===== config.mk =====
export PLATFORM = sky130hd
export DESIGN_NAME = bvo_geom
export DESIGN_NICKNAME = d
export VERILOG_FILES = /design/src/design/bvo_pkg.sv /design/src/design/bvo_geom.sv
export SDC_FILE = /design/constraint.sdc
export NUM_CORES = 1
export LEC_CHECK = 0
export ABC_AREA = 1
export BUFFER_PORTS_ARGS = -buffer_cell sky130_fd_sc_hd__clkbuf_2
export CAP_MARGIN = 25
export CORE_UTILIZATION = 45
export DETAILED_ROUTE_END_ITERATION = 8
export PLACE_DENSITY = 0.65
export SLEW_MARGIN = 20
export SYNTH_ARGS = -nofsm -noshare
export SYNTH_HDL_FRONTEND = slang
export SYNTH_SLANG_ARGS = --single-unit

===== constraint.sdc =====
create_clock -name vclk -period 7
set_input_delay 0.35 -clock vclk [all_inputs]
set_output_delay 0.35 -clock vclk [all_outputs]
set_load 0.005 [all_outputs]

===== src/design/bvo_pkg.sv =====
// ----------------------------------------------------------------------------
// Bounding volume overlap package
// Pair kinds, control bundle and default geometry constants.
// ----------------------------------------------------------------------------
package bvo_pkg;

    // Total bits of one signed coordinate lane (Q12.8 by default).
    localparam int COORD_BITS_DEF = 20;
    localparam int LANES          = 3;
    localparam int KIND_BITS      = 3;

    typedef enum logic [KIND_BITS-1:0] {
        KIND_SPH_SPH = 3'd0,
        KIND_SPH_BOX = 3'd1,
        KIND_SPH_CYL = 3'd2,
        KIND_CYL_BOX = 3'd3,
        KIND_CYL_CYL = 3'd4,
        KIND_BOX_BOX = 3'd5
    } bvo_kind_t;

    // Control that travels with the distance terms down the pipeline.
    typedef struct packed {
        logic strict;   // distance test uses < instead of <=
        logic gate;     // all non-distance tests passed
    } bvo_ctrl_t;

endpackage


===== src/design/bvo_geom.sv =====
// ----------------------------------------------------------------------------
// Overlap geometry setup
// Unpacks the lanes of one pair and reduces it, per pair kind, to three
// signed distance terms, a radius bound and the outcome of the interval tests.
// ----------------------------------------------------------------------------
module bvo_geom #(
    parameter int COORD_BITS = bvo_pkg::COORD_BITS_DEF
) (
    input  logic [bvo_pkg::KIND_BITS-1:0] req_type,
    input  logic [3*COORD_BITS-1:0]       a_point,
    input  logic [3*COORD_BITS-1:0]       a_size,
    input  logic [3*COORD_BITS-1:0]       b_point,
    input  logic [3*COORD_BITS-1:0]       b_size,
    output logic signed [COORD_BITS:0]    term0,
    output logic signed [COORD_BITS:0]    term1,
    output logic signed [COORD_BITS:0]    term2,
    output logic [COORD_BITS:0]           bound,
    output bvo_pkg::bvo_ctrl_t            ctrl
);
    import bvo_pkg::*;

    localparam int C = COORD_BITS;
    localparam int W = C + 2;

    logic signed [W-1:0] pa [LANES];
    logic signed [W-1:0] sa [LANES];
    logic signed [W-1:0] pb [LANES];
    logic signed [W-1:0] sb [LANES];
    logic signed [W-1:0] ra;
    logic signed [W-1:0] ha;
    logic signed [W-1:0] rb;
    logic signed [W-1:0] hb;
    logic signed [W-1:0] d [LANES];
    logic signed [W-1:0] rr;

    // Offset of p outside [lo, hi], zero when inside.
    function automatic logic signed [W-1:0] gap(
        input logic signed [W-1:0] p,
        input logic signed [W-1:0] lo,
        input logic signed [W-1:0] hi
    );
        logic signed [W-1:0] g;
        begin
            if (p < lo)
                g = p - lo;
            else if (p > hi)
                g = p - hi;
            else
                g = '0;
            return g;
        end
    endfunction

    for (genvar k = 0; k < LANES; k++)
    begin : g_lane
        assign pa[k] = W'(signed'(a_point[k*C +: C]));
        assign sa[k] = W'(signed'(a_size[k*C +: C]));
        assign pb[k] = W'(signed'(b_point[k*C +: C]));
        assign sb[k] = W'(signed'(b_size[k*C +: C]));
    end

    // Negative radii and heights count as zero.
    assign ra = sa[0][W-1] ? '0 : sa[0];
    assign ha = sa[1][W-1] ? '0 : sa[1];
    assign rb = sb[0][W-1] ? '0 : sb[0];
    assign hb = sb[1][W-1] ? '0 : sb[1];

    always_comb
    begin
        for (int k = 0; k < LANES; k++)
        begin
            d[k] = '0;
        end
        rr          = '0;
        ctrl.strict = 1'b0;
        ctrl.gate   = 1'b0;
        case (bvo_kind_t'(req_type))
            KIND_SPH_SPH:
            begin
                for (int k = 0; k < LANES; k++)
                begin
                    d[k] = pb[k] - pa[k];
                end
                rr          = ra + rb;
                ctrl.strict = 1'b1;
                ctrl.gate   = 1'b1;
            end
            KIND_SPH_BOX:
            begin
                for (int k = 0; k < LANES; k++)
                begin
                    d[k] = gap(pa[k], pb[k], sb[k]);
                end
                rr        = ra;
                ctrl.gate = 1'b1;
            end
            KIND_SPH_CYL:
            begin
                d[0]      = pb[0] - pa[0];
                d[2]      = pb[2] - pa[2];
                rr        = ra + rb;
                ctrl.gate = (pa[1] + ra >= pb[1]) && (pa[1] - ra <= pb[1] + hb);
            end
            KIND_CYL_BOX:
            begin
                d[0]      = gap(pa[0], pb[0], sb[0]);
                d[2]      = gap(pa[2], pb[2], sb[2]);
                rr        = ra;
                ctrl.gate = (sb[1] >= pa[1]) && (pb[1] <= pa[1] + ha);
            end
            KIND_CYL_CYL:
            begin
                d[0]      = pb[0] - pa[0];
                d[2]      = pb[2] - pa[2];
                rr        = ra + rb;
                ctrl.gate = (pa[1] + ha >= pb[1]) && (pb[1] + hb >= pa[1]);
            end
            KIND_BOX_BOX:
            begin
                // Zero terms against a zero bound always pass the distance test.
                ctrl.gate = 1'b1;
                for (int k = 0; k < LANES; k++)
                begin
                    if (pa[k] > sb[k] || pb[k] > sa[k])
                        ctrl.gate = 1'b0;
                end
            end
            default:
            begin
                ctrl.gate = 1'b0;
            end
        endcase
    end

    assign term0 = signed'(d[0][C:0]);
    assign term1 = signed'(d[1][C:0]);
    assign term2 = signed'(d[2][C:0]);
    assign bound = rr[C:0];

endmodule

==> results.md <==
- Status: complete, but fails checks
- Violated checks: DRC
- Net Count, Synth: 4486
- Site Rows: 79
- Core Region: 46800 µm²
- RSZ-0062 raised after global routing: false
- Max Cap Viol: 0
- Crit path capture type: output pin
- Hold WS: 1.16 ns
- FF/Latch Area: 0 µm²
- CLK BUF: 0
- Synth Instances: 3811
- Routed vias/inst: 5.54
- WP buf/inv: 5
- Post-DP HPWL: 75.0 mm
- Post-CTS setup buffers: 0
- Post_cts resized: 0
- Initial detailed-routing violation count: 2159
- CP peak stage delay: 0.45 ns
- WL final: 86.9 mm
- Area occupied by multi-input gates: 18500 µm²
- GRT Total Usage: 0.346
- First-pass GRT wire length: 131 mm
- Post-CTS Hold Buffers: 0
- Initial antenna violation count: 3
- IO Port Bufs: 328
- Final nets: 4733
- Drt pass-1 iters: 8
- Crit path time final: 5.01 ns
- Fin crit share: 0.715
- Max frequency: 0.200 GHz
- Die W: 220 µm
- Placed insts: 4663
- YS warnings: 0
- Tightest Pin Transition: 0.926 ns
- DIE AREA: 48400 µm²
- Critical path class: in -> out
- Most frequent CP cell: nand2_1
- Distinct cells, synth: 60
- Setup TNS: 0 ns
- FFs & Latches: 0
- Routed Antenna Nets: 0
- CP Launch Type: input port
- Die Y-Extent: 220 µm
- Cell area after synthesis: 21400 µm²
- Routed length per instance: 18.6 µm
- Post-synthesis sequential area ratio: 0
- Data arrival time of the worst path: 4.66 ns
- Global route overflow: 0
- CP top delay family: simple AND/OR/NAND/NOR gates
- Io pins: 329
- Max IR drop VDD: 39.1 µV
- DRC violation count after routing: 16
- Power Dens Cells: 97.8 nW/µm²
- Critical-path cell list: clkbuf_2 > nor2_1 > inv_1 > ha_1 > inv_1 > nor3_1 > a21oi_1 > o21ai_1 > nand3_1 > nand2_1 > nand2_1 > o21ai_1 > nand2_1 > ha_1 > nand2_1 > nor2_1 > nand4_1 > or3_1 > nand3_1 > nand3_1 > nand2_1 > inv_1 > nand3_1 > clkbuf_2
- Final hold violation count: 0
- Max-slew headroom: 0.381
- Post-layout util: 0.499
- Leak pwr: 13.6 nW
- CP max FO: 20
- Hold Path Class: in -> out
- Area growth syn-to-layout: 9.14%
- Post-route insts no fill: 4664
- Pwr Total: 2.28 mW
- Starting Density: 0.457
- Vias: 25900
- RD Place Congestion: 1.03
- Largest net degree at the start of global routing: 46
- Slowest cell on crit path: nor3_1
- Slew Limit Fails: 0
- Critical path required time: 6.65 ns
- Synth Area per Inst: 5.61 µm²
- Vias in the first global route: 23600
- FILL cells: 5323
- Endpoints failing setup: 0
- Share of layout cells above drive strength 1: 0.101
## final timing paths
check / start / to / cells past startpoint
worst max-delay path: a_size[19] / ctrl[0] / 24
worst min-delay path: b_point[40] / term2[0] / 6
## cell usage after synthesis, drive strengths merged, types with 7 or more instances
| library cell | instances | area, µm² |
|---|---|---|
| xnor2 | 59 | 517 |
| inv | 628 | 2360 |
| o21a | 15 | 113 |
| nand2 | 934 | 3580 |
| xor2 | 101 | 885 |
| nand3b | 8 | 60.1 |
| a21boi | 12 | 93.8 |
| ha | 420 | 5260 |
| fa | 12 | 240 |
| o21ai | 289 | 1470 |
| buf | 51 | 347 |
| nand4 | 68 | 447 |
| or2 | 15 | 93.8 |
| a21o | 25 | 188 |
| a211oi | 7 | 52.6 |
| nor3 | 47 | 240 |
| nand3 | 208 | 1060 |
| a31oi | 12 | 75.1 |
| nor2 | 371 | 1450 |
| a21oi | 393 | 1980 |
| o21bai | 38 | 289 |
| nor4 | 8 | 50.1 |
| o211ai | 21 | 158 |
| clkbuf | 36 | 148 |
## cell families (layout without fill, tap and decap cells)
family,count (synthesis),after routing,share of synthesized area
and+or+nand+nor,1668,1668,0.329
adders and majority gates,432,432,0.257
other,1,2,0.000175
xor gates and xnor gates,160,160,0.0655
buffers and inverters,716,961,0.134
AOI/OAI and AO/OA,834,834,0.215
## placed cells by master (no fill, tap or decap), types with 9 or more instances in the layout
cell / n
o21ai_1: 50
nor3_1: 46
o21bai_1: 37
or2_2: 15
nand2_2: 14
clkbuf_2: 328
a21o_1: 25
inv_1: 620
nand2_1: 916
nor2_1: 356
xnor2_1: 59
fa_1: 12
o21ai_0: 234
nor2_2: 11
a31oi_1: 12
o21a_1: 15
nand4_1: 66
xor2_1: 101
ha_1: 420
o211ai_1: 21
nand3_1: 204
a21oi_1: 388
a21boi_0: 9
## per-layer routing
| layer | up-vias | track usage | wire [µm] |
|---|---|---|---|
| met5 | - | 0 | 27 |
| met4 | 4 | 0.117 | 3450 |
| met3 | 191 | 0.0304 | 6430 |
| met2 | 1092 | 0.583 | 39000 |
| met1 | 11600 | 0.457 | 37900 |
| li1 | 13000 | - | - |
## per-stage QoR
| stage | area (µm²) | worst slack [ns] |
|---|---|---|
| 5_1_grt | 23300 | 1.54 |
| 3_3_place_gp | 23300 | 2.08 |
| 6_report | 23300 | 1.99 |
| 2_1_floorplan | 21400 | 3.10 |
| 3_5_place_dp | 23300 | 2.02 |
| 4_1_cts | 23300 | 2.01 |
## where the power goes
| group | switching (mW) | internal [mW] | total, mW |
|---|---|---|---|
| clock network | 0 | 0.0000000192 | 0.0000000192 |
| logic | 1.50 | 0.781 | 2.28 |
| registers | 0 | 0 | 0 |
| total | 1.50 | 0.781 | 2.28 |
## layout make-up
type	instances	share of cell area
antenna	1	0.000107
inverter	629	0.101
multi-input combinational	3095	0.794
tap	607	0.0325
timing repair buffer	332	0.0716
No activity file was read; power rests on OpenSTA's default activity.
